`src/hw/rtl/pam_pkg.sv`:
```
// shared types and constants for the pixel alpha merge pipeline
// no dependencies; imported by pam_channel and pixel_alpha_merge
package pam_pkg;

   // channel width and opaque level
   localparam int unsigned CH_W = 8;
   localparam logic [CH_W-1:0] CH_MAX = 8'hFF;

   // blend weights are products of two channels
   localparam int unsigned WGT_W = 2 * CH_W;

   // blend numerator, at most 255 * 65025, fits in 24 bits
   localparam int unsigned NUM_W = 24;

   // divide by 255*255 through a reciprocal: floor(n/d) == (n*ceil(2^40/d)) >> 40
   // holds for every n below 2^24 because ceil error stays below 2^16
   localparam int unsigned BLEND_DEN = 65025;
   localparam int unsigned RECIP_SHIFT = 40;
   localparam int unsigned RECIP_W = 25;
   localparam int unsigned PROD_W = NUM_W + RECIP_W;
   localparam logic [RECIP_W-1:0] BLEND_RECIP =
      RECIP_W'(((64'd1 << RECIP_SHIFT) + 64'(BLEND_DEN) - 64'd1) / 64'(BLEND_DEN));

   // load enables of the per-channel stages
   typedef struct packed {
      logic prod;
      logic sum;
      logic recip;
   } pam_stage_en_type;

endpackage

```
`src/hw/rtl/pam_channel.sv`:
```
// one colour channel of the blend datapath: products, sum, reciprocal divide
// depends on pam_pkg
module pam_channel (
   input  logic                      clock,
   input  pam_pkg::pam_stage_en_type stage_en,
   input  logic [pam_pkg::CH_W-1:0]  src_chan,
   input  logic [pam_pkg::CH_W-1:0]  dst_chan,
   input  logic [pam_pkg::WGT_W-1:0] dst_wgt,
   input  logic [pam_pkg::WGT_W-1:0] src_wgt,
   output logic [pam_pkg::CH_W-1:0]  blend_chan,
   output logic [pam_pkg::CH_W-1:0]  src_chan_out
);
   import pam_pkg::*;

   logic [NUM_W-1:0]  dst_prod_ff, dst_prod_in;
   logic [NUM_W-1:0]  src_prod_ff, src_prod_in;
   logic [CH_W-1:0]   src2_ff;
   logic [NUM_W-1:0]  num_ff, num_in;
   logic [CH_W-1:0]   src3_ff;
   logic [PROD_W-1:0] quot_ff, quot_in;
   logic [CH_W-1:0]   src4_ff;

   // channel times weight, both sides
   assign dst_prod_in = NUM_W'(dst_chan * dst_wgt);
   assign src_prod_in = NUM_W'(src_chan * src_wgt);

   // numerator, cannot overflow 24 bits
   assign num_in = dst_prod_ff + src_prod_ff;

   // scaled quotient
   assign quot_in = PROD_W'(num_ff * BLEND_RECIP);

   always_ff @(posedge clock) begin
      if (stage_en.prod) begin
         dst_prod_ff <= dst_prod_in;
         src_prod_ff <= src_prod_in;
         src2_ff     <= src_chan;
      end
      if (stage_en.sum) begin
         num_ff  <= num_in;
         src3_ff <= src2_ff;
      end
      if (stage_en.recip) begin
         quot_ff <= quot_in;
         src4_ff <= src3_ff;
      end
   end

   // quotient never exceeds 255
   assign blend_chan   = quot_ff[RECIP_SHIFT +: CH_W];
   assign src_chan_out = src4_ff;

endmodule

```
`src/hw/rtl/pixel_alpha_merge.sv`:
```
// top level of the pixel alpha merge block: handshake, weights, flags, output
// depends on pam_pkg and pam_channel
//
// Merges one source RGBA8888 pixel over one destination pixel per word.
// Input channel req_*: tdata carries the source pixel in the low 32 bits and
// the destination pixel in the high 32 bits, red in the lowest byte of each.
// Result channel rsp_*: tdata carries the merged pixel, tuser the write flag.
// An opaque source, or a visible source over an empty destination, passes
// through; a fully transparent source gives a zero pixel with the flag low;
// anything else is blended exactly as floor of the weighted sum over 65025.
// Throughput: one pixel per clock while the receiver does not stall, set by five
// register stages (weights, channel products, sum, reciprocal multiply,
// output select) that each take a new word every cycle while not stalled.
// Reset empties every stage at once; no word is in flight after it.
// When the receiver stalls, each stage holds only while the stage after it is
// full, so bubbles close up and the input keeps taking words until the
// whole pipeline is full.
module pixel_alpha_merge (
   input  logic        clock,
   input  logic        reset,
   input  logic        req_tvalid,
   output logic        req_tready,
   // src_red, src_green, src_blue, src_alpha, dst_red, dst_green, dst_blue, dst_alpha
   input  logic [63:0] req_tdata,
   output logic        rsp_tvalid,
   input  logic        rsp_tready,
   // out_red, out_green, out_blue, out_alpha
   output logic [31:0] rsp_tdata,
   // write_enable
   output logic [0:0]  rsp_tuser
);
   import pam_pkg::*;

   logic [CH_W-1:0] in_src [3];
   logic [CH_W-1:0] in_dst [3];
   logic [CH_W-1:0] in_sa, in_da;

   logic v1_ff, v2_ff, v3_ff, v4_ff, v5_ff;
   logic rdy1, rdy2, rdy3, rdy4, rdy5;

   logic [CH_W-1:0]  src1_ff [3];
   logic [CH_W-1:0]  dst1_ff [3];
   logic [WGT_W-1:0] dst_wgt_ff, dst_wgt_in;
   logic [WGT_W-1:0] src_wgt_ff, src_wgt_in;

   logic [CH_W-1:0] alpha1_ff, alpha1_in, alpha2_ff, alpha3_ff, alpha4_ff;
   logic pass1_ff, pass1_in, pass2_ff, pass3_ff, pass4_ff;
   logic we1_ff, we1_in, we2_ff, we3_ff, we4_ff;

   logic [CH_W-1:0] blend_chan [3];
   logic [CH_W-1:0] src_chan4 [3];
   logic [31:0]     out_data_ff, out_data_in;
   logic            out_we_ff;

   pam_stage_en_type stage_en;

   // unpack the input word
   assign in_src[0] = req_tdata[7:0];
   assign in_src[1] = req_tdata[15:8];
   assign in_src[2] = req_tdata[23:16];
   assign in_sa     = req_tdata[31:24];
   assign in_dst[0] = req_tdata[39:32];
   assign in_dst[1] = req_tdata[47:40];
   assign in_dst[2] = req_tdata[55:48];
   assign in_da     = req_tdata[63:56];

   // a stage loads when it is empty or the next one loads
   assign rdy5 = !v5_ff || rsp_tready;
   assign rdy4 = !v4_ff || rdy5;
   assign rdy3 = !v3_ff || rdy4;
   assign rdy2 = !v2_ff || rdy3;
   assign rdy1 = !v1_ff || rdy2;
   assign req_tready = rdy1;

   assign stage_en.prod  = rdy2;
   assign stage_en.sum   = rdy3;
   assign stage_en.recip = rdy4;

   // valid bits
   always_ff @(posedge clock) begin
      if (reset) begin
         v1_ff <= 1'b0;
         v2_ff <= 1'b0;
         v3_ff <= 1'b0;
         v4_ff <= 1'b0;
         v5_ff <= 1'b0;
      end else begin
         if (rdy1) v1_ff <= req_tvalid;
         if (rdy2) v2_ff <= v1_ff;
         if (rdy3) v3_ff <= v2_ff;
         if (rdy4) v4_ff <= v3_ff;
         if (rdy5) v5_ff <= v4_ff;
      end
   end

   // blend weights and pixel class
   always_comb begin
      dst_wgt_in = WGT_W'((CH_MAX - in_sa) * in_da);
      src_wgt_in = WGT_W'(in_sa * CH_MAX);
      we1_in     = (in_sa != '0);
      pass1_in   = (in_sa == CH_MAX) || ((in_da == '0) && we1_in);
      if (pass1_in) begin
         alpha1_in = in_sa;
      end else begin
         alpha1_in = (in_sa > in_da) ? in_sa : in_da;
      end
   end

   // stage one and flag line
   always_ff @(posedge clock) begin
      if (rdy1) begin
         src1_ff    <= in_src;
         dst1_ff    <= in_dst;
         dst_wgt_ff <= dst_wgt_in;
         src_wgt_ff <= src_wgt_in;
         alpha1_ff  <= alpha1_in;
         pass1_ff   <= pass1_in;
         we1_ff     <= we1_in;
      end
      if (rdy2) begin
         alpha2_ff <= alpha1_ff;
         pass2_ff  <= pass1_ff;
         we2_ff    <= we1_ff;
      end
      if (rdy3) begin
         alpha3_ff <= alpha2_ff;
         pass3_ff  <= pass2_ff;
         we3_ff    <= we2_ff;
      end
      if (rdy4) begin
         alpha4_ff <= alpha3_ff;
         pass4_ff  <= pass3_ff;
         we4_ff    <= we3_ff;
      end
   end

   // one datapath per colour channel
   for (genvar c = 0; c < 3; c++) begin : g_chan
      pam_channel u_chan (
         .clock        (clock),
         .stage_en     (stage_en),
         .src_chan     (src1_ff[c]),
         .dst_chan     (dst1_ff[c]),
         .dst_wgt      (dst_wgt_ff),
         .src_wgt      (src_wgt_ff),
         .blend_chan   (blend_chan[c]),
         .src_chan_out (src_chan4[c])
      );
   end

   // output select
   always_comb begin
      priority if (!we4_ff) begin
         out_data_in = '0;
      end else if (pass4_ff) begin
         out_data_in = {alpha4_ff, src_chan4[2], src_chan4[1], src_chan4[0]};
      end else begin
         out_data_in = {alpha4_ff, blend_chan[2], blend_chan[1], blend_chan[0]};
      end
   end

   always_ff @(posedge clock) begin
      if (rdy5) begin
         out_data_ff <= out_data_in;
         out_we_ff   <= we4_ff;
      end
   end

   assign rsp_tvalid   = v5_ff;
   assign rsp_tdata    = out_data_ff;
   assign rsp_tuser[0] = out_we_ff;

endmodule

```
`config.mk`:
```
export PLATFORM = sky130hd
export DESIGN_NAME = pixel_alpha_merge
export DESIGN_NICKNAME = d
export VERILOG_FILES = /design/src/hw/rtl/pam_pkg.sv /design/src/hw/rtl/pam_channel.sv /design/src/hw/rtl/pixel_alpha_merge.sv
export SDC_FILE = /design/constraint.sdc
export NUM_CORES = 2
export LEC_CHECK = 0
export ABC_AREA = 1
export BUFFER_PORTS_ARGS = -buffer_cell sky130_fd_sc_hd__buf_2
export CAP_MARGIN = 40
export CORE_MARGIN = 1
export CORE_UTILIZATION = 60
export CTS_CLUSTER_DIAMETER = 50
export CTS_CLUSTER_SIZE = 12
export DETAILED_ROUTE_END_ITERATION = 12
export PLACE_DENSITY_LB_ADDON = 0.1
export SLEW_MARGIN = 30
export SYNTH_ARGS = -nofsm -noshare
export SYNTH_HDL_FRONTEND = slang
export SYNTH_SLANG_ARGS = --single-unit
```
`constraint.sdc`:
```
create_clock -name clock -period 24.3 [get_ports clock]
set_input_delay 4.86 -clock clock [delete_from_list [all_inputs] [get_ports clock]]
set_output_delay 4.86 -clock clock [all_outputs]
set_load 0.01 [all_outputs]
```
== After elaboration in Yosys (flattened, before gate mapping) ==
Index checks and enable logic that the tools add are counted.

* Bits of input ports: 68
* Flip-flop bits (word level): 590

* Order comparisons: 1
* $add $sub $neg: 4
* Multiply operators: 11
* Equality and inequality tests: 1
* Reductions and logical operators: 14
* Multiplexer cells: 3

{| class="wikitable"
|+ Operator list
! kind !! number
|-
| 24-bit by 25-bit multiplier with 48-bit output (second input constant) || 3
|-
| 8-bit by 16-bit multiplier with 24-bit output || 6
|-
| 24-bit adder || 3
|-
| 24-bit 2-to-1 mux || 1
|-
| 8-bit by 8-bit multiplier with 16-bit output (second input constant) || 1
|-
| 9-bit by 9-bit multiplier with 16-bit output || 1
|-
| 8-bit 2-to-1 mux || 2
|-
| 8-bit by 8-bit subtractor with 9-bit output (first input constant) || 1
|-
| 8-bit == test (second input constant) || 1
|-
| 8-bit > comparator || 1
|-
| 8-bit logical NOT || 1
|-
| 8-bit nonzero test || 1
|-
| 1-bit logical OR || 6
|-
| 1-bit logical NOT || 5
|-
| 1-bit logical AND || 1
|}

== Depth between registers and ports, before layout ==
* Word-level depth: 6
* Depth in mapped cells: 26
* Depth with buffers taken out: 26

== Cells and area by module ==
Synthesis repeated with hierarchy kept, for this count alone.

* Cell total of the unflattened synthesis: 8331
* Area total of the unflattened synthesis: 67996.5 µm²

{| class="wikitable"
|+ Modules (own cells, without submodules)
! module !! cells an instance !! area each (µm²) !! times used
|-
| pam_channel at g_chan[0].u_chan || 2532 || 19597.5 || 1
|-
| pam_channel at g_chan[1].u_chan || 2489 || 19503.7 || 1
|-
| pam_channel at g_chan[2].u_chan || 2474 || 19418.6 || 1
|-
| pixel_alpha_merge || 836 || 9476.6 || 1
|}

== Worst setup path before layout ==
OpenSTA, ideal clock, no wires.

* Path kind: input to output
* Start: input port rsp_tready
* End: output port req_tready
* Data arrival time: 11.394 ns
* Path buffers: 0
* Cell stages on the path: 8
* Setup slack: 8.046 ns
* Cell sequence: nor2_1 > inv_1 > nor2_1 > inv_1 > nor2_1 > inv_1 > nor2_1 > nand2_1

* Longest elaborated chain between the ends: 5

{| class="wikitable"
|+ RTL lines
! what !! line !! source
|-
| start: declaration || pixel_alpha_merge.sv:26 || <nowiki>input logic rsp_tready,</nowiki>
|-
| 1-bit logical OR || pixel_alpha_merge.sv:68 || <nowiki>assign rdy5 = !v5_ff || rsp_tready;</nowiki>
|-
| net rdy5 || pixel_alpha_merge.sv:39 || <nowiki>logic rdy1, rdy2, rdy3, rdy4, rdy5;</nowiki>
|-
| 1-bit logical OR || pixel_alpha_merge.sv:69 || <nowiki>assign rdy4 = !v4_ff || rdy5;</nowiki>
|-
| net rdy4 || pixel_alpha_merge.sv:39 ||
|-
| 1-bit logical OR || pixel_alpha_merge.sv:70 || <nowiki>assign rdy3 = !v3_ff || rdy4;</nowiki>
|-
| net rdy3 || pixel_alpha_merge.sv:39 ||
|-
| 1-bit logical OR || pixel_alpha_merge.sv:71 || <nowiki>assign rdy2 = !v2_ff || rdy3;</nowiki>
|-
| 1-bit logical OR || pixel_alpha_merge.sv:72 || <nowiki>assign rdy1 = !v1_ff || rdy2;</nowiki>
|-
| end: declaration || pixel_alpha_merge.sv:22 || <nowiki>output logic req_tready,</nowiki>
|}

The timed path passes the listed nets, and every way through them passes these cells.

== Worst setup path after layout ==
Ends and elaborated chain as after synthesis.

==> reports/metrics.csv <==
metric,value,unit
die height,337,um
CTS H-tree depth,2,
total track usage,30.1,%
Least-Margin Pin Slew,873,ps
RSZ-0062 raised after global routing,no,
clk root buf,clkbuf_16,
CTS Hold Bufs,0,
setup ws final,11930,ps
final hold vios,0,
CTS tree,built,
Synth Area per Inst,8.30,um^2
Worst Hold Class,reg -> reg,
global route overflow,0,
initial antenna violation count,4,
area grow syn2layout,6.25,%
min cycle time layout,12370,ps
synthesized flop and latch total,470,
XOR/XNOR Fraction of Synth Area,2.23,%
post-CTS sizing,0,
layout cells sized above 1,3.63,%
crit path max fanout,39,
largest family of logic cells by synthesized area,adder cells,
# rows,122,
final core utilization,64.4,%
post-synthesis compound-gate area fraction,4.97,%
"EDFF count, synth",465,
later-pin clock latency in the skew report,670,ps
finished layout cell area,0.0714,mm^2
Final Cycle Share,50.9,%
vias in the first global route,52045,
Crit Path Category,in -> out,
max_cap viols,0,
final wirelength,164000,um
Reg-to-Reg Start,g_chan[2].u_chan.num_ff[16],
YS warnings,0,
Synth Area in Adders,42.6,%
total die area,0.113,mm^2
Placed Area,0.0693,mm^2
relative slew slack,41.8,%
Clock Tree Buf Depth,3,
outcome,"complete, no violations",
post-synthesis mux area share,0,%
Initial Utilization,60.6,%
total CTS buffers,61,
routed length per instance,17.0,um
worst path required time,19440,ps
top_reg_cell synth,edfxtp_1,
sequential fraction of the synthesis area,20.9,%
worst hold start,g_chan[0].u_chan.src2_ff[7],
DR DRC count,0,
Setup crit start kind,input port,
CTS Sinks,470,
WP data arrival,7510,ps
worst setup path startpoint,rsp_tready,
post-DP HPWL,135000,um
syn_nets,9995,
global-route wire length before repair,269000,um
post-CTS setup buffer count,0,
"Distinct cells, synth",50,
IO Count,103,
"Async S/R FF share, synth",0,%
final setup fails,0,
Core Box Area,0.111,mm^2
setup_tns,0,ps
Synth Instances,8094,
layout filler cell count,9682,
f_max,0.0808,GHz
total number of vias,51512,
pre-CTS WS,11400,ps
DIE WIDTH,337,um
initial drt markers,3549,
clock slew at reported path FFs,60,ps
Max Clock Skew,46.7,ps
drt pass-1 iters,6,
pin count of the biggest net entering global routing,67,
routed vias/inst,5.33,
Routability Congestion,0.950,
post-route ant nets,0,
Post-Synth Simple-Gate Area,17.9,%
NumNets Final,10032,
Crit. End Element,output pin,
Port-buffer cells,102,
max-slew violations,0,
Post-Syn Area,0.0672,mm^2
stage by stage:
step / hold slack (ps) / std cells
after global routing: 416 / 9662
after detailed placement: 405 / 9554
after CTS: 416 / 9659
final: 414 / 9663
after global placement: 401 / 9542
after floorplan: 400 / 8094
routing by layer:
metal / part of all wire, % / GRT usage [%] / up-vias / wire, um
met3: 5.6 / 3.17 / 222 / 9210
li1: - / - / 25124 / -
met4: 2.5 / 7.53 / 4 / 4140
met1: 46 / 43.1 / 24835 / 76100
met5: 0.016 / 0 / - / 27
met2: 45 / 49.0 / 1327 / 74700
layout by cell type (no fill, tap or decap), types with 33 or more instances in the layout:
cell type  count
nand2_1     2055
inv_1       1863
ha_1        1079
fa_1         754
nor2_1       491
edfxtp_1     465
a21oi_1      299
nand3_1      245
o21ai_0      139
xor2_1       120
buf_2        102
nand4_1       79
clkbuf_16     63
nor3_1        58
xnor2_1       51
a21o_1        34
o21bai_1      33
final cells by class:
type	count	area (um^2)	share of cell area, %
inverters	1870	7030	9.85
clock inverters	34	362	0.507
multi-input cells	5581	45400	63.7
diodes	2	5.00	0.00701
flip-flops and latches	470	14100	19.7
clock buffers	71	1620	2.27
well taps	1488	1860	2.61
repair buffers	147	992	1.39
registers in the layout, indices dropped and copies added, names as in the netlist, 16 cells and up:
signal / cells
g_chan.u_chan.num_ff: 72
g_chan.u_chan.dst_prod_ff: 72
dst_wgt_ff: 16
g_chan.u_chan.src_chan_out: 24
dst1_ff: 24
src1_ff: 24
g_chan.u_chan.src2_ff: 24
g_chan.u_chan.src3_ff: 24
src_wgt_ff: 16
rsp_tdata: 32
g_chan.u_chan.quot_ff: 24
g_chan.u_chan.src_prod_ff: 72
final timing paths:
path | cells past startpoint | slack, ps | to
max | 12 | 11930 | req_tready
min | 0 | 410 | g_chan[0].u_chan.src3_ff[7]
max reg2reg | 21 | 19090 | g_chan[2].u_chan.quot_ff[45]
min reg2reg | 0 | 410 | g_chan[0].u_chan.src3_ff[7]
critical path: stages:
cell and delay (ps):
buf_2 90, nor2_1 120, inv_2 70, buf_4 320
nor2_1 200, inv_2 40, buf_4 210, nor2_1 190
inv_4 210, nor2_1 440, nand2_4 390, buf_2 280
kinds of logic (layout without fill, tap and decap cells):
| logic type | Yosys count | count (layout) |
|---|---|---|
| simple gates | 2991 | 2991 |
| buf+inv | 2043 | 2122 |
| fa+ha+maj | 1833 | 1833 |
| compound gates | 586 | 586 |
| flops | 470 | 470 |
| xor+xnor | 171 | 171 |
| other cells | 0 | 2 |
synthesized netlist by cell type, types with 2 or more instances:
master     count  area [um^2]
a21boi_2       6         67.6
o21ai_0      139          696
a21boi_0       8         60.1
nand3b_1      12         90.1
ha_1        1079        13500
o211ai_1       3         22.5
nor2b_1        2         12.5
clkbuf_1     169          634
o2111ai_1      2         17.5
fa_1         754        15100
and2_1         4         25.0
edfxtp_1     465        14000
nor3_1        58          290
o21ai_1       10         50.1
nor2_2         9         56.3
nand4_1       79          494
o21a_1        19          143
inv_1       1867         7010
o21ai_2       19          166
nand2_1     2056         7720
nand2_2        7         43.8
and3_1         2         12.5
a21o_1        34          255
xor2_1       120         1050
nor2_1       491         1840
a31oi_1        7         43.8
nor3_2         3         30.0
nand3_1      245         1230
a21oi_1      299         1500
dfxtp_1        5          100
or2_0          2         12.5
nor4_1        16          100
xnor2_1       51          447
clkinv_1       2         7.51
buf_2          3         15.0
o21bai_1      33          248
Power is not shown: default switching activity piles up to over one toggle a cycle in this logic, so the estimate is an artifact.
